[src/hw/rtl/fsc_pkg.sv]
// ----------------------------------------------------------------------------
// Fan speed controller package
// Shared types, field widths, event codes and constants of the controller.
// ----------------------------------------------------------------------------
package fsc_pkg;

  // Field widths.
  localparam int unsigned ModeW     = 3;
  localparam int unsigned TempW     = 12;
  localparam int unsigned DistW     = 12;
  localparam int unsigned IntervalW = 16;
  localparam int unsigned LimitW    = 7;
  localparam int unsigned SpeedW    = 2;
  localparam int unsigned PeriodW   = 10;
  localparam int unsigned TickW     = 10;

  // Configuration port.
  localparam int unsigned CfgIdxW  = 2;
  localparam int unsigned CfgDataW = 16;
  localparam logic [CfgIdxW-1:0] CFG_INTERVAL    = 2'd0;
  localparam logic [CfgIdxW-1:0] CFG_UPPER_LIMIT = 2'd1;
  localparam logic [CfgIdxW-1:0] CFG_LOWER_FLOOR = 2'd2;

  // Divider geometry: the quotient never exceeds 1000, so ten steps suffice.
  localparam int unsigned SqW       = 2 * TempW;
  localparam int unsigned QuoW      = PeriodW;
  localparam int unsigned DivCntW   = 4;
  localparam int unsigned DividendW = 25;
  localparam int unsigned ShiftW    = SqW + QuoW - 1;
  localparam logic [DividendW-1:0] BLINK_DIVIDEND = 25'd25600000;
  localparam logic [TempW-1:0]     BLINK_OFFSET   = 12'd160;

  // Motor PWM and proximity constants.
  localparam logic [TickW-1:0]  PWM_LAST   = 10'd10;
  localparam logic [TickW-1:0]  DUTY_HIGH  = 10'd6;
  localparam logic [TickW-1:0]  DUTY_LOW   = 10'd3;
  localparam logic [DistW-1:0]  NEAR_MIN   = 12'd1;
  localparam logic [DistW-1:0]  NEAR_MAX   = 12'd10;
  localparam logic [SpeedW-1:0] SPEED_OFF  = 2'd0;
  localparam logic [SpeedW-1:0] SPEED_LOW  = 2'd1;
  localparam logic [SpeedW-1:0] SPEED_MID  = 2'd2;
  localparam logic [SpeedW-1:0] SPEED_FULL = 2'd3;

  // Reset values.
  localparam logic [IntervalW-1:0] RST_INTERVAL    = 16'd500;
  localparam logic [LimitW-1:0]    RST_UPPER_LIMIT = 7'd80;
  localparam logic [LimitW-1:0]    RST_LOWER_FLOOR = 7'd1;
  localparam logic [LimitW-1:0]    RST_UPPER       = 7'd30;
  localparam logic [LimitW-1:0]    RST_LOWER       = 7'd20;
  localparam logic [PeriodW-1:0]   RST_PERIOD      = 10'd1000;

  // Event codes carried in the mode field.
  typedef enum logic [ModeW-1:0] {
    MODE_PWM    = 3'd0,
    MODE_SENSE  = 3'd1,
    MODE_UP     = 3'd2,
    MODE_DOWN   = 3'd3,
    MODE_SELECT = 3'd4,
    MODE_LONG   = 3'd5
  } mode_e;

  // Commands from the controller to the datapath.
  typedef struct packed {
    logic capture;
    logic start_div;
    logic div_step;
    logic apply;
    logic load_out;
  } cmd_t;

  // Status from the datapath to the controller.
  typedef struct packed {
    logic need_div;
    logic div_last;
  } stat_t;

  // One result item.
  typedef struct packed {
    logic               motor_on;
    logic               led_on;
    logic [SpeedW-1:0]  speed_level;
    logic               manual_on;
    logic [LimitW-1:0]  upper_threshold;
    logic [LimitW-1:0]  lower_threshold;
    logic               upper_selected;
    logic [PeriodW-1:0] blink_period;
  } res_t;

endpackage

[src/hw/rtl/fsc_in_if.sv]
// ----------------------------------------------------------------------------
// Fan controller event channel
// Valid/ready channel that carries one tick or key event per request.
// ----------------------------------------------------------------------------
interface fsc_in_if;
  import fsc_pkg::*;

  logic                    valid;
  logic                    ready;
  logic [ModeW-1:0]        mode;
  logic signed [TempW-1:0] temperature;
  logic [DistW-1:0]        distance_mm;
  logic                    distance_error;

  modport source (output valid, mode, temperature, distance_mm, distance_error,
                  input ready);
  modport sink (input valid, mode, temperature, distance_mm, distance_error,
                output ready);
endinterface

[src/hw/rtl/fsc_out_if.sv]
// ----------------------------------------------------------------------------
// Fan controller status channel
// Valid/ready channel that carries the controller state after each event.
// ----------------------------------------------------------------------------
interface fsc_out_if;
  import fsc_pkg::*;

  logic               valid;
  logic               ready;
  logic               motor_on;
  logic               led_on;
  logic [SpeedW-1:0]  speed_level;
  logic               manual_on;
  logic [LimitW-1:0]  upper_threshold;
  logic [LimitW-1:0]  lower_threshold;
  logic               upper_selected;
  logic [PeriodW-1:0] blink_period;

  modport source (output valid, motor_on, led_on, speed_level, manual_on,
                  upper_threshold, lower_threshold, upper_selected, blink_period,
                  input ready);
  modport sink (input valid, motor_on, led_on, speed_level, manual_on,
                upper_threshold, lower_threshold, upper_selected, blink_period,
                output ready);
endinterface

[src/hw/rtl/thermal_fan_speed_controller_core.sv]
// ----------------------------------------------------------------------------
// Thermal fan speed controller
// Fan motor PWM, warning LED blinking, threshold keys and periodic
// temperature and distance evaluation.
//
//   channel  direction  contents
//   in_i     sink       event: mode, temperature, distance_mm, distance_error
//   out_o    source     state after the event, one result per request
//   cfg      write      sample_interval, upper_limit, lower_floor
//
// An event is captured in the idle state, then applied, then its result is
// loaded from the emit state once the output slot is free. An evaluation
// above the upper threshold runs the 10-step restoring divider for the blink
// period before the state update. A new request is taken while the previous
// result waits in the output register; a stalled output holds the next
// result back. Reset is asynchronous and needs no clearing pass.
// ----------------------------------------------------------------------------
module thermal_fan_speed_controller_core (
  input  logic                          clk_i,
  input  logic                          rst_ni,
  input  logic                          cfg_we_i,
  input  logic [fsc_pkg::CfgIdxW-1:0]   cfg_idx_i,
  input  logic [fsc_pkg::CfgDataW-1:0]  cfg_data_i,
  fsc_in_if.sink                        in_i,
  fsc_out_if.source                     out_o
);
  import fsc_pkg::*;

  cmd_t  cmd;
  stat_t stat;
  res_t  res;
  logic  in_ready;
  logic  out_valid;

  fsc_ctrl u_ctrl (
    .clk_i       (clk_i),
    .rst_ni      (rst_ni),
    .in_valid_i  (in_i.valid),
    .in_ready_o  (in_ready),
    .out_valid_o (out_valid),
    .out_ready_i (out_o.ready),
    .stat_i      (stat),
    .cmd_o       (cmd)
  );

  fsc_dp u_dp (
    .clk_i            (clk_i),
    .rst_ni           (rst_ni),
    .cfg_we_i         (cfg_we_i),
    .cfg_idx_i        (cfg_idx_i),
    .cfg_data_i       (cfg_data_i),
    .mode_i           (in_i.mode),
    .temperature_i    (in_i.temperature),
    .distance_mm_i    (in_i.distance_mm),
    .distance_error_i (in_i.distance_error),
    .cmd_i            (cmd),
    .stat_o           (stat),
    .res_o            (res)
  );

  // Channel connections.
  assign in_i.ready            = in_ready;
  assign out_o.valid           = out_valid;
  assign out_o.motor_on        = res.motor_on;
  assign out_o.led_on          = res.led_on;
  assign out_o.speed_level     = res.speed_level;
  assign out_o.manual_on       = res.manual_on;
  assign out_o.upper_threshold = res.upper_threshold;
  assign out_o.lower_threshold = res.lower_threshold;
  assign out_o.upper_selected  = res.upper_selected;
  assign out_o.blink_period    = res.blink_period;

`ifndef SYNTHESIS
  // The sequencer issues at most one command per cycle.
  a_one_cmd: assert property (@(posedge clk_i) disable iff (!rst_ni)
    $onehot0({cmd.capture, cmd.start_div, cmd.div_step, cmd.apply, cmd.load_out}))
    else $error("more than one datapath command in a cycle");

  // A divider start is followed by its first step.
  a_div_follow: assert property (@(posedge clk_i) disable iff (!rst_ni)
    cmd.start_div |=> cmd.div_step)
    else $error("divider started without stepping");

  // The last divider step hands over to the state update.
  a_div_done: assert property (@(posedge clk_i) disable iff (!rst_ni)
    (cmd.div_step && stat.div_last) |=> cmd.apply)
    else $error("divider finished without applying the result");

  // A taken request makes the block busy in the next cycle.
  a_busy: assert property (@(posedge clk_i) disable iff (!rst_ni)
    (in_i.valid && in_ready) |=> !in_ready)
    else $error("second request taken while busy");

  // A shown blink period is never zero.
  a_period: assert property (@(posedge clk_i) disable iff (!rst_ni)
    out_valid |-> (res.blink_period != '0))
    else $error("zero blink period on the output");
`endif
endmodule

[src/hw/rtl/fsc_div.sv]
// ----------------------------------------------------------------------------
// Blink period divider
// Restoring divider, one quotient bit per cycle while stepped, for 25600000 / divisor.
// ----------------------------------------------------------------------------
module fsc_div (
  input  logic                       clk_i,
  input  logic                       rst_ni,
  input  logic                       start_i,
  input  logic                       step_i,
  input  logic [fsc_pkg::SqW-1:0]    divisor_i,
  output logic [fsc_pkg::QuoW-1:0]   quotient_o,
  output logic                       last_o
);
  import fsc_pkg::*;

  logic [SqW-1:0]       dsr_q;
  logic [DividendW-1:0] rem_q, rem_d;
  logic [QuoW-1:0]      quo_q, quo_d;
  logic [DivCntW-1:0]   cnt_q, cnt_d;
  logic [ShiftW-1:0]    trial;

  // Trial subtraction of the divisor aligned to the current quotient bit.
  always_comb begin
    trial = ShiftW'(dsr_q) << cnt_q;
    rem_d = rem_q;
    quo_d = quo_q;
    cnt_d = cnt_q;
    if (step_i) begin
      if (ShiftW'(rem_q) >= trial) begin
        rem_d        = rem_q - trial[DividendW-1:0];
        quo_d[cnt_q] = 1'b1;
      end
      cnt_d = cnt_q - DivCntW'(1);
    end
  end

  // The divisor arrives straight from the squaring multiplier.
  always_ff @(posedge clk_i) begin
    if (start_i) begin
      dsr_q <= divisor_i;
      rem_q <= BLINK_DIVIDEND;
      quo_q <= '0;
    end else begin
      rem_q <= rem_d;
      quo_q <= quo_d;
    end
  end

  always_ff @(posedge clk_i or negedge rst_ni) begin
    if (!rst_ni) begin
      cnt_q <= '0;
    end else if (start_i) begin
      cnt_q <= DivCntW'(QuoW - 1);
    end else begin
      cnt_q <= cnt_d;
    end
  end

  assign quotient_o = quo_q;
  assign last_o     = (cnt_q == '0);
endmodule

[src/hw/rtl/fsc_dp.sv]
// ----------------------------------------------------------------------------
// Fan controller datapath
// Event registers, controller state, key and tick logic, blink divider and
// the result register.
// ----------------------------------------------------------------------------
module fsc_dp (
  input  logic                          clk_i,
  input  logic                          rst_ni,
  input  logic                          cfg_we_i,
  input  logic [fsc_pkg::CfgIdxW-1:0]   cfg_idx_i,
  input  logic [fsc_pkg::CfgDataW-1:0]  cfg_data_i,
  input  logic [fsc_pkg::ModeW-1:0]     mode_i,
  input  logic signed [fsc_pkg::TempW-1:0] temperature_i,
  input  logic [fsc_pkg::DistW-1:0]     distance_mm_i,
  input  logic                          distance_error_i,
  input  fsc_pkg::cmd_t                 cmd_i,
  output fsc_pkg::stat_t                stat_o,
  output fsc_pkg::res_t                 res_o
);
  import fsc_pkg::*;

  // Configuration registers.
  logic [IntervalW-1:0] interval_q;
  logic [LimitW-1:0]    upper_limit_q;
  logic [LimitW-1:0]    lower_floor_q;

  // Captured event.
  mode_e                   mode_q;
  logic signed [TempW-1:0] temp_q;
  logic [DistW-1:0]        dist_q;
  logic                    err_q;

  // Controller state.
  logic                 manual_q, manual_d;
  logic                 sel_upper_q, sel_upper_d;
  logic [SpeedW-1:0]    speed_q, speed_d;
  logic [LimitW-1:0]    upper_q, upper_d;
  logic [LimitW-1:0]    lower_q, lower_d;
  logic [IntervalW-1:0] sense_q, sense_d;
  logic [TickW-1:0]     tick_q, tick_d;
  logic                 blink_q, blink_d;
  logic [PeriodW-1:0]   period_q, period_d;
  logic                 motor_q, motor_d;
  logic                 led_q, led_d;

  res_t res_q;

  logic signed [TempW-1:0] up16, lo16;
  logic [TempW-1:0]        excess, blink_base;
  logic [SqW-1:0]          base_sq;
  logic                    hot, warm, near, evaluate;
  logic [QuoW-1:0]         quotient;
  logic                    div_last;

  // Configuration writes.
  always_ff @(posedge clk_i or negedge rst_ni) begin
    if (!rst_ni) begin
      interval_q    <= RST_INTERVAL;
      upper_limit_q <= RST_UPPER_LIMIT;
      lower_floor_q <= RST_LOWER_FLOOR;
    end else if (cfg_we_i) begin
      unique case (cfg_idx_i)
        CFG_INTERVAL:    interval_q    <= cfg_data_i[IntervalW-1:0];
        CFG_UPPER_LIMIT: upper_limit_q <= cfg_data_i[LimitW-1:0];
        CFG_LOWER_FLOOR: lower_floor_q <= cfg_data_i[LimitW-1:0];
        default: ;
      endcase
    end
  end

  // Event capture.
  always_ff @(posedge clk_i) begin
    if (cmd_i.capture) begin
      mode_q <= mode_e'(mode_i);
      temp_q <= temperature_i;
      dist_q <= distance_mm_i;
      err_q  <= distance_error_i;
    end
  end

  // Threshold comparisons in sixteenths of a degree.
  assign up16       = signed'({1'b0, upper_q, 4'b0000});
  assign lo16       = signed'({1'b0, lower_q, 4'b0000});
  assign hot        = (temp_q >= up16);
  assign warm       = (temp_q >= lo16);
  assign near       = err_q || ((dist_q >= NEAR_MIN) && (dist_q <= NEAR_MAX));
  assign evaluate   = (mode_q == MODE_SENSE) && !manual_q && (sense_q > interval_q);
  assign excess     = temp_q - up16;
  assign blink_base = excess + BLINK_OFFSET;
  assign base_sq    = SqW'(blink_base) * SqW'(blink_base);

  assign stat_o.need_div = evaluate && hot;
  assign stat_o.div_last = div_last;

  fsc_div u_div (
    .clk_i      (clk_i),
    .rst_ni     (rst_ni),
    .start_i    (cmd_i.start_div),
    .step_i     (cmd_i.div_step),
    .divisor_i  (base_sq),
    .quotient_o (quotient),
    .last_o     (div_last)
  );

  // Next state for the captured event.
  always_comb begin
    manual_d    = manual_q;
    sel_upper_d = sel_upper_q;
    speed_d     = speed_q;
    upper_d     = upper_q;
    lower_d     = lower_q;
    sense_d     = sense_q;
    tick_d      = tick_q;
    blink_d     = blink_q;
    period_d    = period_q;
    motor_d     = motor_q;
    led_d       = led_q;
    if (cmd_i.apply) begin
      unique case (mode_q)
        MODE_PWM: begin
          if (blink_q) begin
            // The shared counter times the LED toggles.
            if (tick_q >= period_q) begin
              led_d  = ~led_q;
              tick_d = '0;
            end else begin
              tick_d = tick_q + TickW'(1);
            end
          end else if (tick_q <= PWM_LAST) begin
            unique case (speed_q)
              SPEED_FULL: motor_d = 1'b1;
              SPEED_MID:  motor_d = (tick_q <= DUTY_HIGH);
              SPEED_LOW:  motor_d = (tick_q <= DUTY_LOW);
              default:    motor_d = 1'b0;
            endcase
            tick_d = tick_q + TickW'(1);
          end else begin
            tick_d = '0;
          end
        end
        MODE_SENSE: begin
          if (!manual_q) begin
            if (!evaluate) begin
              sense_d = sense_q + IntervalW'(1);
            end else begin
              sense_d = '0;
              if (hot) begin
                blink_d  = 1'b1;
                period_d = quotient;
              end else if (blink_q) begin
                led_d   = 1'b1;
                blink_d = 1'b0;
              end
              if (near) begin
                speed_d = SPEED_OFF;
                motor_d = 1'b0;
              end else if (hot) begin
                motor_d = 1'b1;
                speed_d = SPEED_FULL;
              end else if (warm) begin
                speed_d = SPEED_MID;
                led_d   = 1'b1;
              end else begin
                speed_d = SPEED_OFF;
                led_d   = 1'b1;
              end
            end
          end
        end
        MODE_UP: begin
          if (manual_q) begin
            if (speed_q != SPEED_FULL) speed_d = speed_q + SpeedW'(1);
          end else if (sel_upper_q) begin
            if (upper_q < upper_limit_q) upper_d = upper_q + LimitW'(1);
          end else if (lower_q < upper_q) begin
            lower_d = lower_q + LimitW'(1);
          end
        end
        MODE_DOWN: begin
          if (manual_q) begin
            if (speed_q != SPEED_OFF) speed_d = speed_q - SpeedW'(1);
          end else if (sel_upper_q) begin
            if (upper_q > lower_q) upper_d = upper_q - LimitW'(1);
          end else if (lower_q > lower_floor_q) begin
            lower_d = lower_q - LimitW'(1);
          end
        end
        MODE_SELECT: begin
          if (!manual_q) sel_upper_d = ~sel_upper_q;
        end
        MODE_LONG: begin
          manual_d = ~manual_q;
        end
        default: ;
      endcase
    end
  end

  // Controller state registers.
  always_ff @(posedge clk_i or negedge rst_ni) begin
    if (!rst_ni) begin
      manual_q    <= 1'b0;
      sel_upper_q <= 1'b0;
      speed_q     <= SPEED_OFF;
      upper_q     <= RST_UPPER;
      lower_q     <= RST_LOWER;
      sense_q     <= '0;
      tick_q      <= '0;
      blink_q     <= 1'b0;
      period_q    <= RST_PERIOD;
      motor_q     <= 1'b0;
      led_q       <= 1'b1;
    end else begin
      manual_q    <= manual_d;
      sel_upper_q <= sel_upper_d;
      speed_q     <= speed_d;
      upper_q     <= upper_d;
      lower_q     <= lower_d;
      sense_q     <= sense_d;
      tick_q      <= tick_d;
      blink_q     <= blink_d;
      period_q    <= period_d;
      motor_q     <= motor_d;
      led_q       <= led_d;
    end
  end

  // Result register, loaded once the event has been applied.
  always_ff @(posedge clk_i) begin
    if (cmd_i.load_out) begin
      res_q.motor_on        <= motor_q;
      res_q.led_on          <= led_q;
      res_q.speed_level     <= speed_q;
      res_q.manual_on       <= manual_q;
      res_q.upper_threshold <= upper_q;
      res_q.lower_threshold <= lower_q;
      res_q.upper_selected  <= sel_upper_q;
      res_q.blink_period    <= period_q;
    end
  end

  assign res_o = res_q;
endmodule

[src/hw/rtl/fsc_ctrl.sv]
// ----------------------------------------------------------------------------
// Fan controller sequencer
// Accepts one event at a time, runs the divider when needed and hands the
// result to the output register.
// ----------------------------------------------------------------------------
module fsc_ctrl (
  input  logic            clk_i,
  input  logic            rst_ni,
  input  logic            in_valid_i,
  output logic            in_ready_o,
  output logic            out_valid_o,
  input  logic            out_ready_i,
  input  fsc_pkg::stat_t  stat_i,
  output fsc_pkg::cmd_t   cmd_o
);
  import fsc_pkg::*;

  localparam logic [2:0] ST_IDLE  = 3'd0;
  localparam logic [2:0] ST_EXEC  = 3'd1;
  localparam logic [2:0] ST_DIV   = 3'd2;
  localparam logic [2:0] ST_APPLY = 3'd3;
  localparam logic [2:0] ST_EMIT  = 3'd4;

  logic [2:0] state_q, state_d;
  logic       out_valid_q, out_valid_d;
  logic       slot_free;

  assign slot_free = !out_valid_q || out_ready_i;

  // Sequencing of one request.
  always_comb begin
    state_d       = state_q;
    cmd_o         = '0;
    in_ready_o    = 1'b0;
    out_valid_d   = out_valid_q && !out_ready_i;
    unique case (state_q)
      ST_IDLE: begin
        in_ready_o    = 1'b1;
        cmd_o.capture = in_valid_i;
        if (in_valid_i) state_d = ST_EXEC;
      end
      ST_EXEC: begin
        if (stat_i.need_div) begin
          cmd_o.start_div = 1'b1;
          state_d         = ST_DIV;
        end else begin
          cmd_o.apply = 1'b1;
          state_d     = ST_EMIT;
        end
      end
      ST_DIV: begin
        cmd_o.div_step = 1'b1;
        if (stat_i.div_last) state_d = ST_APPLY;
      end
      ST_APPLY: begin
        cmd_o.apply = 1'b1;
        state_d     = ST_EMIT;
      end
      ST_EMIT: begin
        if (slot_free) begin
          cmd_o.load_out = 1'b1;
          out_valid_d    = 1'b1;
          state_d        = ST_IDLE;
        end
      end
      default: state_d = ST_IDLE;
    endcase
  end

  always_ff @(posedge clk_i or negedge rst_ni) begin
    if (!rst_ni) begin
      state_q     <= ST_IDLE;
      out_valid_q <= 1'b0;
    end else begin
      state_q     <= state_d;
      out_valid_q <= out_valid_d;
    end
  end

  assign out_valid_o = out_valid_q;
endmodule
[src/flat_wrapper.sv]
// flat-port wrapper written by rule: the top's interface ports become plain ports
module thermal_fan_speed_controller_core_flat import fsc_pkg::*;
  (clk_i, rst_ni, cfg_we_i, cfg_idx_i, cfg_data_i, in_i_valid, in_i_mode, in_i_temperature, in_i_distance_mm, in_i_distance_error, in_i_ready, out_o_valid, out_o_motor_on, out_o_led_on, out_o_speed_level, out_o_manual_on, out_o_upper_threshold, out_o_lower_threshold, out_o_upper_selected, out_o_blink_period, out_o_ready);
  fsc_in_if in_i_i ();
  fsc_out_if out_o_i ();
  input  logic clk_i;
  input  logic rst_ni;
  input  logic cfg_we_i;
  input  logic [fsc_pkg::CfgIdxW-1:0] cfg_idx_i;
  input  logic [fsc_pkg::CfgDataW-1:0] cfg_data_i;
  input wire logic [$bits(in_i_i.valid)-1:0] in_i_valid;
  input wire logic [$bits(in_i_i.mode)-1:0] in_i_mode;
  input wire logic [$bits(in_i_i.temperature)-1:0] in_i_temperature;
  input wire logic [$bits(in_i_i.distance_mm)-1:0] in_i_distance_mm;
  input wire logic [$bits(in_i_i.distance_error)-1:0] in_i_distance_error;
  output wire logic [$bits(in_i_i.ready)-1:0] in_i_ready;
  output wire logic [$bits(out_o_i.valid)-1:0] out_o_valid;
  output wire logic [$bits(out_o_i.motor_on)-1:0] out_o_motor_on;
  output wire logic [$bits(out_o_i.led_on)-1:0] out_o_led_on;
  output wire logic [$bits(out_o_i.speed_level)-1:0] out_o_speed_level;
  output wire logic [$bits(out_o_i.manual_on)-1:0] out_o_manual_on;
  output wire logic [$bits(out_o_i.upper_threshold)-1:0] out_o_upper_threshold;
  output wire logic [$bits(out_o_i.lower_threshold)-1:0] out_o_lower_threshold;
  output wire logic [$bits(out_o_i.upper_selected)-1:0] out_o_upper_selected;
  output wire logic [$bits(out_o_i.blink_period)-1:0] out_o_blink_period;
  input wire logic [$bits(out_o_i.ready)-1:0] out_o_ready;
  assign in_i_i.valid = in_i_valid;
  assign in_i_i.mode = in_i_mode;
  assign in_i_i.temperature = in_i_temperature;
  assign in_i_i.distance_mm = in_i_distance_mm;
  assign in_i_i.distance_error = in_i_distance_error;
  assign in_i_ready = in_i_i.ready;
  assign out_o_valid = out_o_i.valid;
  assign out_o_motor_on = out_o_i.motor_on;
  assign out_o_led_on = out_o_i.led_on;
  assign out_o_speed_level = out_o_i.speed_level;
  assign out_o_manual_on = out_o_i.manual_on;
  assign out_o_upper_threshold = out_o_i.upper_threshold;
  assign out_o_lower_threshold = out_o_i.lower_threshold;
  assign out_o_upper_selected = out_o_i.upper_selected;
  assign out_o_blink_period = out_o_i.blink_period;
  assign out_o_i.ready = out_o_ready;
  thermal_fan_speed_controller_core u_core (.clk_i(clk_i), .rst_ni(rst_ni), .cfg_we_i(cfg_we_i), .cfg_idx_i(cfg_idx_i), .cfg_data_i(cfg_data_i), .in_i(in_i_i), .out_o(out_o_i));
endmodule
[config.mk]
export PLATFORM = sky130hd
export DESIGN_NAME = thermal_fan_speed_controller_core_flat
export DESIGN_NICKNAME = d
export VERILOG_FILES = /design/src/hw/rtl/fsc_pkg.sv /design/src/hw/rtl/fsc_in_if.sv /design/src/hw/rtl/fsc_out_if.sv /design/src/hw/rtl/thermal_fan_speed_controller_core.sv /design/src/hw/rtl/fsc_div.sv /design/src/hw/rtl/fsc_dp.sv /design/src/hw/rtl/fsc_ctrl.sv /design/src/flat_wrapper.sv
export SDC_FILE = /design/constraint.sdc
export NUM_CORES = 1
export LEC_CHECK = 0
export BUFFER_PORTS_ARGS = -buffer_cell sky130_fd_sc_hd__buf_2
export CORE_ASPECT_RATIO = 1.1
export CORE_MARGIN = 10
export CORE_UTILIZATION = 45
export CTS_CLUSTER_SIZE = 40
export DETAILED_ROUTE_END_ITERATION = 10
export GPL_TIMING_DRIVEN = 0
export HOLD_SLACK_MARGIN = 0.02
export PLACE_DENSITY = 0.7
export SETUP_SLACK_MARGIN = 0.1
export SKIP_LAST_GASP = 1
export SYNTH_ARGS = -nofsm -noshare
export SYNTH_HDL_FRONTEND = slang
export SYNTH_SLANG_ARGS = --single-unit
export TNS_END_PERCENT = 30
[constraint.sdc]
create_clock -name clk_i -period 7.77 [get_ports clk_i]
set_clock_uncertainty 0.2 [all_clocks]
set_input_delay 1.554 -clock clk_i [delete_from_list [all_inputs] [get_ports clk_i]]
set_output_delay 1.554 -clock clk_i [all_outputs]
set_load 0.02 [all_outputs]
# After elaboration in Yosys (flattened, before gate mapping)

Index checks and enable logic that the tools add are counted.

Bits in registers: 212
Bits in latches: 0
Bits in writable memories: 0
Bits in read-only memories: 0
Output and inout port bits: 32
Word-level logic and storage cells: 207
Memories: 0

$add $sub $neg: 12
Multiply operators: 1
Divide/modulo/power cells: 0
Magnitude comparators: 16
Equality and inequality tests: 39
Shift-type cells: 1
Mux-type cells: 66
Bitwise operators: 4
Reductions and logical operators: 36

Operators with widths:

| kind                                                               | count |
|---|---|
| 2-to-1 mux 7 bit                                                   | 12 |
| inequality test 2 bit, second input constant                       | 24 |
| greater-or-equal comparator 25 x 33 -> 1 bit                       | 1 |
| << shifter 24 x 4 -> 33 bit                                        | 1 |
| 2-to-1 mux 10 bit                                                  | 3 |
| case mux 7 bit (2 select lines)                                    | 2 |
| 2-to-1 mux 1 bit                                                   | 26 |
| subtractor 25 bit                                                  | 1 |
| greater-or-equal comparator 12 bit                                 | 2 |
| multiplier 12 x 12 -> 24 bit                                       | 1 |
| AND reduction 8 bit                                                | 3 |
| 2-to-1 mux 2 bit                                                   | 9 |
| adder 16 x 1 -> 16 bit, second input constant                      | 1 |
| greater-than comparator 16 bit                                     | 1 |
| 2-to-1 mux 16 bit                                                  | 1 |
| case mux 3 bit (5 select lines)                                    | 1 |
| adder 7 x 1 -> 7 bit, second input constant                        | 2 |
| greater-than comparator 7 bit                                      | 2 |
| less-than comparator 7 bit                                         | 2 |
| subtractor 7 x 1 -> 7 bit, second input constant                   | 2 |
| adder 12 x 8 -> 12 bit, second input constant                      | 1 |
| equality test 3 x 2 -> 1 bit, second input constant                | 4 |
| greater-or-equal comparator 12 x 1 -> 1 bit, second input constant | 1 |
| less-or-equal comparator 12 x 4 -> 1 bit, second input constant    | 1 |
| other kinds (38)                                                   | 71 |

# Logic depth before layout (Yosys ltp)

Gate-level depths: netlist of run 1.

Depth in word-level cells: 7
Mapped depth: 31
Gate-level depth less buffers: 31

# Modules after synthesis

A second synthesis of run 1 with hierarchy kept.

Cells, all modules: 1748
Area total of the unflattened synthesis: 16928.7 µm²

Modules (own cells, without submodules):

| module   | instances | cells each | area each (µm²) |
|---|---|---|---|
| fsc_dp   | 1         | 1204       | 12135.4 |
| fsc_div  | 1         | 523        | 4573.1 |
| fsc_ctrl | 1         | 21         | 220.2 |

# Worst setup path after synthesis of run 1

No wires, ideal clock.

Path type: register to register
Start point: register u_core.u_dp.upper_q[2]
End point: register u_core.u_dp.u_div.dsr_q[22] (data pin)
Library setup time: 262 ps
Arrival time: 7025 ps
Data required time: 7308 ps
Slack: 283 ps
Stages on the path, launching flop included: 27
Path buffers: 0
Cell sequence: dfstp_2 -> inv_1 -> ha_1 -> ha_1 -> or3_1 -> a41o_1 -> a21o_1 -> xnor2_2 -> nor2_1 -> fa_1 -> inv_1 -> fa_1 -> inv_1 -> fa_1 -> fa_1 -> inv_1 -> fa_1 -> inv_1 -> ha_1 -> or4_1 -> nor2_1 -> nor2_1 -> a41oi_1 -> a21oi_1 -> a211oi_1 -> a21oi_1 -> xor2_1

Longest elaborated chain between the ends: 3

RTL lines:

| what                         | RTL line      | text |
|---|---|---|
| start: declaration           | fsc_dp.sv:37  | `logic [LimitW-1:0] upper_q, upper_d;` |
| start signal: assignment     | fsc_dp.sv:217 | `upper_q <= upper_d;` |
| subtractor 12 bit            | fsc_dp.sv:88  | `assign excess = temp_q - up16;` |
| adder 12 x 8 -> 12 bit       | fsc_dp.sv:89  | `assign blink_base = excess + BLINK_OFFSET;` |
| multiplier 12 x 12 -> 24 bit | fsc_dp.sv:90  | `assign base_sq = SqW'(blink_base) * SqW'(blink_base);` |
| via u_core.u_dp.base_sq[22]  | fsc_dp.sv:50  | `logic [SqW-1:0] base_sq;` |
| end signal: assignment       | fsc_div.sv:40 | `dsr_q <= divisor_i;` |
| end: declaration             | fsc_div.sv:16 | `logic [SqW-1:0] dsr_q;` |

The timed path passes the listed nets, and every way through them passes these cells.
A chain may end at the register's enable or synchronous reset.

# Worst setup path after layout of run 1

Start point: register u_core.u_dp.upper_q[2]
End point: register u_core.u_dp.u_div.dsr_q[23] (data pin)

Same word-level chain as after synthesis.

==> summary.txt, run 1 <==
Layout
  • Most common cell after layout, fill and taps aside: inv_1
  • Fin nets: 2186
  • Design Area, Final: 19000 sq um
  • Filler cell count: 3272
  • Share of cells above drive strength 1: 16.1%
  • Most frequent cells in the layout: inv_1, ha_1, nor2_1
  • Layout area overhead: 15.2%
  • Diodes inserted: 0

Clock network
  • Root Driver: clkbuf_16
  • Number of buffers created by CTS: 25
  • CTS Hold Bufs: 0
  • CTS tree: done
  • H-tree Lvls: 1
  • Reg clk slew, reported paths: 0.06 ns
  • CTS sink count: 211
  • Clk_lat worst skew: 0.55 ns
  • CTS Buffer Depth: 3

Die
  • DIE WIDTH: 202 um
  • FP Rows: 73
  • I/O pin cnt: 83
  • Initial core utilization: 45.5%
  • Std-Cell Core Area: 36200 sq um
  • Chip height: 221 um
  • Die area: 44600 sq um

Placement
  • Placed cell areas: 17500 sq um
  • Placer Congestion: 0.917
  • DPL Wire Length: 30200 um
  • IO buf count: 82

Route
  • Routed Antenna Nets: 0
  • Via count: 12800
  • First-pass DRT Iterations: 5
  • Wire length per cell: 16.5 um
  • Top Metal Used: met4
  • First DRT Iteration DRCs: 911
  • Vias per Instance: 5.38
  • Met2 wire len: 19000 um
  • Post-Route WL: 39300 um
  • Metal-1 WL: 17600 um
  • Met3 routed WL: 1830 um
  • DRC violations left: 0

Min path
  • Worst hold path type: register to register

STA
  • Final Hold Viols: 0
  • Max Fclk: 134 MHz
  • Hold_ws: 0.242 ns
  • RSZ-0062 raised after global routing: false
  • Max Slew Vio Count: 0
  • Tmin final: 7.45 ns
  • Slew of the pin with the lowest slew margin: 0.846 ns
  • Final setup fails: 0
  • Final cycle utilization of the critical path: 95.8%
  • Slew Limit Headroom: 42.8%
  • TNS Setup: 0 ns

Worst setup path
  • Slowest CP cell: dfstp_2
  • Worst Path Max Fanout: 5
  • Worst Path Arrival: 7.52 ns
  • Crit path capture type: register
  • CP required: 7.85 ns
  • Critical path class: register to register
  • Startpoint type of the worst setup path: register
  • CP peak stage delay: 0.55 ns

Logic synthesis
  • Number of synthesized flops with an enable pin: 81
  • Post-synth cell types: 78
  • Mapped Cells: 1725
  • Syn Area/Cell: 9.54 sq um
  • Ys flop type: edfxtp_1
  • Yosys reg bits: 211
  • Synth warn: 0
  • Seq/Total Area, Yosys: 33.6%
  • Syn Nets: 2037
  • Async set or reset register ratio after synthesis: 45.0%
  • Post-synthesis cell area: 16500 sq um

GRT
  • Vias in the first global route: 12600
  • Antenna violations before repair: 0
  • Largest net degree at the start of global routing: 71
  • Total gr overflow: 0
  • GRT Util Overall: 16.9%
  • First-pass GRT wire length: 63100 um

Outcome
  • Status: completed

Flow run
  • Max_cap viols: 0
-- cell families after synthesis --
family | Yosys count | synth area share [%]
AOI/OAI and AO/OA | 338 | 12.7
xor gates and xnor gates | 85 | 4.57
adders and majority gates | 261 | 23.6
buffers and inverters | 276 | 6.91
DFF | 211 | 33.6
muxes | 68 | 4.53
and+or+nand+nor | 486 | 14.1
-- through the flow --
stage                     instances  utilization [%]  setup WS, ns
after CTS                      2348             51.3         0.103
after global placement         2294             48.3        -0.406
after floorplan                1725                -         0.283
after detailed placement       2295             48.4        -0.445
after global routing           2380             52.5        0.0279
final                          2380             52.5         0.323
-- worst paths after layout --
check,start,to,slack [ns],cells after the start
min in group asynchronous,rst_ni,u_core.u_dp.lower_q[3],0.73,1
setup reg to reg,u_core.u_dp.upper_q[2],u_core.u_dp.u_div.dsr_q[23],0.32,29
max in group asynchronous,rst_ni,u_core.u_dp.period_q[8],5.94,2
hold / removal,u_core.u_dp.u_div.quotient_o[6],u_core.u_dp.period_q[6],0.24,2
hold reg to reg,u_core.u_dp.u_div.quotient_o[6],u_core.u_dp.period_q[6],0.24,2
setup / recovery,u_core.u_dp.upper_q[2],u_core.u_dp.u_div.dsr_q[23],0.32,29
-- sequential cells by signal, indices dropped and copies added (netlist names), 2 cells and up --
| name | count |
|---|---|
| u_core.u_dp.tick_q | 10 |
| u_core.u_dp.u_div.quotient_o | 10 |
| u_core.u_dp.upper_q | 7 |
| u_core.u_dp.sense_q | 16 |
| u_core.u_dp.lower_q | 7 |
| u_core.u_dp.lower_floor_q | 7 |
| u_core.u_ctrl.state_q | 3 |
| u_core.u_dp.mode_q | 3 |
| u_core.u_dp.upper_limit_q | 7 |
| u_core.u_dp.period_q | 10 |
| u_core.u_dp.temp_q | 12 |
| u_core.u_dp.u_div.cnt_q | 4 |
| u_core.u_dp.u_div.rem_q | 25 |
| u_core.u_dp.interval_q | 16 |
| u_core.u_dp.speed_q | 2 |
| u_core.u_dp.u_div.dsr_q | 23 |
| u_core.u_dp.res_o | 30 |
| u_core.u_dp.dist_q | 12 |
-- final cells by class --
type                            instances  area [sq um]  share of cell area, %
Buffer                                 46           287                   1.51
Clock buffer                           32           704                   3.71
Clock inverter                         14           158                  0.831
Inverter                              230           872                   4.60
Multi-Input combinational cell       1238         10100                   53.0
Sequential cell                       211          5540                   29.2
Tap cell                              487           609                   3.21
Timing Repair Buffer                  122           741                   3.90
-- cell usage after synthesis, types with 4 or more instances --
| cell | instances | area (sq um) |
|---|---|---|
| o21ai_1 | 13 | 65.1 |
| mux2_2 | 28 | 315 |
| nand2_1 | 136 | 510 |
| a21o_1 | 34 | 255 |
| nand3_1 | 32 | 160 |
| fa_1 | 83 | 1660 |
| a211oi_1 | 14 | 105 |
| o21bai_1 | 7 | 52.6 |
| o31ai_1 | 6 | 45.0 |
| buf_6 | 8 | 90.1 |
| nor2_1 | 145 | 544 |
| xor2_1 | 22 | 193 |
| nor4_1 | 11 | 68.8 |
| nand2b_1 | 25 | 156 |
| edfxtp_1 | 81 | 2430 |
| dfrtp_1 | 73 | 1830 |
| clkbuf_1 | 25 | 93.8 |
| or4_1 | 6 | 45.0 |
| a41oi_1 | 4 | 35.0 |
| o21ai_0 | 111 | 556 |
| a21oi_1 | 71 | 355 |
| o211ai_1 | 9 | 67.6 |
| a211o_1 | 7 | 61.3 |
| buf_4 | 5 | 37.5 |
| a21oi_2 | 4 | 35.0 |
| or3_1 | 5 | 31.3 |
| o21a_1 | 14 | 105 |
| ha_1 | 178 | 2230 |
| nand4_1 | 17 | 106 |
| and3_1 | 11 | 68.8 |
| inv_1 | 225 | 845 |
| xnor2_1 | 62 | 543 |
| mux2i_1 | 36 | 360 |
| or2_2 | 4 | 25.0 |
| dfstp_2 | 22 | 578 |
| and2_1 | 16 | 100 |
| a31oi_1 | 19 | 119 |
| and4_1 | 8 | 70.1 |
| dfxtp_1 | 35 | 701 |
| nor3_1 | 39 | 195 |
| nor2b_1 | 18 | 113 |
| buf_2 | 4 | 20.0 |
-- worst max-delay path, delay by kind of cell, from the launching register on --
kind	cells	cell delay [ns]
simple gates	5	0.97
fa+ha+maj	8	3.33
buf+inv	8	0.52
compound gates	6	1.32
xor+xnor	2	0.25
flops	1	0.55
-- layer usage --
metal  up-vias  GRT usage (%)
li1       6212              -
met1      6215           22.1
met2       326           29.3
met3        56           1.97
met4         0           4.58
met5         -              0
-- repair_timing --
action                     4_1_cts  5_1_grt
gates resized for setup         21       42
setup endpoints to repair        8        8
setup buffers                    7       31
pin swaps                        5       22
gates cloned                     0        1
Power of run 1 is left out: the tool's default activity adds up to more than one toggle a clock period on the data nets, which glitch-free logic cannot reach.
==> run 2, diff against run 1 <==
--- a/config.mk
+++ b/config.mk
@@ -5,15 +5,15 @@
 export SDC_FILE = /design/constraint.sdc
 export NUM_CORES = 1
 export LEC_CHECK = 0
-export BUFFER_PORTS_ARGS = -buffer_cell sky130_fd_sc_hd__buf_2
 export CORE_ASPECT_RATIO = 1.1
 export CORE_MARGIN = 10
 export CORE_UTILIZATION = 45
 export CTS_CLUSTER_SIZE = 40
 export DETAILED_ROUTE_END_ITERATION = 10
+export DONT_BUFFER_PORTS = 1
 export GPL_TIMING_DRIVEN = 0
 export HOLD_SLACK_MARGIN = 0.02
-export PLACE_DENSITY = 0.7
+export PLACE_DENSITY = 0.68
 export SETUP_SLACK_MARGIN = 0.1
 export SKIP_LAST_GASP = 1
 export SYNTH_ARGS = -nofsm -noshare
==> summary.txt, run 2 (synthesis results as in run 1) <==
Outcome
  • Status: completed

STA
  • RSZ-0062 raised after global routing: false
  • Slew of the pin with the lowest slew margin: 1.01 ns (+0.161 ns)
  • Final Hold Viols: 0 (unchanged)
  • Max Fclk: 135 MHz (+0.54%)
  • Hold_ws: 0.236 ns (-0.00585 ns)
  • Final setup fails: 0 (unchanged)
  • Max Slew Vio Count: 0 (unchanged)
  • Final cycle utilization of the critical path: 95.3% (-0.52 points)
  • Slew Limit Headroom: 32.3% (-11 points)
  • Tmin final: 7.41 ns (-0.0401 ns)

Clock network
  • CTS tree: done
  • Clk_lat worst skew: 0.54 ns (about the same)
  • CTS sink count: 211 (unchanged)
  • Number of buffers created by CTS: 24 (-4.0%)
  • Reg clk slew, reported paths: 0.07 ns (about the same)
  • CTS Buffer Depth: 3 (unchanged)
  • Root Driver: clkbuf_16
  • H-tree Lvls: 1 (unchanged)
  • CTS Hold Bufs: 0 (unchanged)

Worst setup path
  • Most frequent CP cell: fa_1
  • Worst Path Arrival: 7.50 ns (-0.02 ns)
  • CP peak stage delay: 0.55 ns (about the same)
  • Critical path class: register to register
  • Worst Path Max Fanout: 9 (+4)
  • CP required: 7.86 ns (about the same)
  • Slowest CP cell: fa_1
  • Startpoint type of the worst setup path: register
  • Crit path capture type: register

GRT
  • Met3 Track Usage GR: 2.11% (+0.13 points)
  • Vias in the first global route: 12500 (-0.92%)
  • GR peak layer: met2
  • Met2 usage: 30.3% (+1.0 points)
  • Total gr overflow: 0 (unchanged)
  • M1 GR Usage: 21.8% (-0.29 points)
  • Largest net degree at the start of global routing: 96 (+35%)
  • GRT Util Overall: 17.1% (+0.19 points)
  • First-pass GRT wire length: 63700 um (+0.94%)
  • Antenna violations before repair: 3 (+3)

Route
  • Via count: 12400 (-3.3%)
  • First DRT Iteration DRCs: 854 (-6.3%)
  • Post-Route WL: 38800 um (-1.3%)
  • Routed Antenna Nets: 0 (unchanged)
  • First-pass DRT Iterations: 5 (unchanged)
  • DRC violations left: 0 (unchanged)
  • Vias per Instance: 5.42 (+0.71%)
  • Wire length per cell: 17.0 um (+2.8%)

Layout
  • Share of cells above drive strength 1: 11.3% (-4.7 points)
  • Final Util: 51.0% (-1.4 points)
  • Max FFs per register: 30 (unchanged)
  • Layout area overhead: 12.1%
  • Fin nets: 2089 (-4.4%)
  • Most common cell after layout, fill and taps aside: inv_1
  • Most frequent cells in the layout: inv_1, ha_1, nor2_1

Die
  • Std-Cell Core Area: 36200 sq um (unchanged)
  • FP Rows: 73 (unchanged)
  • Die area: 44600 sq um (unchanged)
  • Chip height: 221 um (unchanged)
  • Initial core utilization: 45.5% (unchanged)
  • DIE WIDTH: 202 um (unchanged)
  • I/O pin cnt: 83 (unchanged)

Min path
  • Worst hold path type: register to register

Placement
  • DPL Wire Length: 29900 um (-1.0%)
  • Placer Congestion: 0.931 (+1.6%)
  • IO buf count: 0 (-100%)

Flow run
  • Max_cap viols: 0 (unchanged)
[run 2: what timing repair did]
action / CTS / global route
buffers inserted: 12 / 14
gates resized for setup: 17 / 45
setup endpoints to repair: 8 / 8
pin swaps: 5 / 22
[run 2: cell type report]
type / instances / area (sq um)
Antenna cell: 2 / 5.00
Buffer: 46 / 280
Clock buffer: 28 / 668
Clock inverter: 16 / 203
Fill cell: 3290 / 17700
Inverter: 230 / 873
Multi-Input combinational cell: 1238 / 10100
Sequential cell: 211 / 5540
Tap cell: 487 / 609
Timing Repair Buffer: 26 / 199
[run 2: per-stage QoR]
stage	TNS (ns)	std cells	setup slack (ns)	cell area (sq um)
finish	0	2284	0.363	18500
global route	0	2284	0.0125	18500
CTS	0	2268	0.101	18100
detailed placement	-1.30	2212	-0.479	17100
global placement	-1.21	2212	-0.424	17100
floorplan	0	1725	0.283	16500
[run 2: worst max-delay path: cells and delay by family (launching register included)]
kind	cells	cell delay, ns
adder cells (fa/ha/maj)	7	2.96
AND/OR/NAND/NOR	6	1.12
flip-flops	1	0.49
AO/OA/AOI/OAI	7	1.15
XOR/XNOR	2	0.60
buffers and inverters	5	0.65
[run 2: worst paths after layout]
kind / from / end / slack (ns) / cells past startpoint
min in group asynchronous: rst_ni / u_core.u_dp.lower_q[0] / 0.51 / 0
max in group asynchronous: rst_ni / u_core.u_dp.period_q[7] / 6.57 / 0
worst max-delay path: u_core.u_dp.temp_q[1] / u_core.u_dp.u_div.dsr_q[22] / 0.36 / 27
worst min-delay path: u_core.u_dp.u_div.quotient_o[3] / u_core.u_dp.period_q[3] / 0.24 / 2
worst max register to register: u_core.u_dp.temp_q[1] / u_core.u_dp.u_div.dsr_q[22] / 0.36 / 27
worst min register to register: u_core.u_dp.u_div.quotient_o[3] / u_core.u_dp.period_q[3] / 0.24 / 2
[run 2: per-layer routing]
metal  share of wire [%]  up-vias  wire length, um
li1                    -     6035                -
met5               0.033        -               13
met3                 4.4       61             1710
met2                  49      286            18900
met4                 2.3        2              907
met1                  44     5996            17200
Power of run 2 is left out for the same reason.
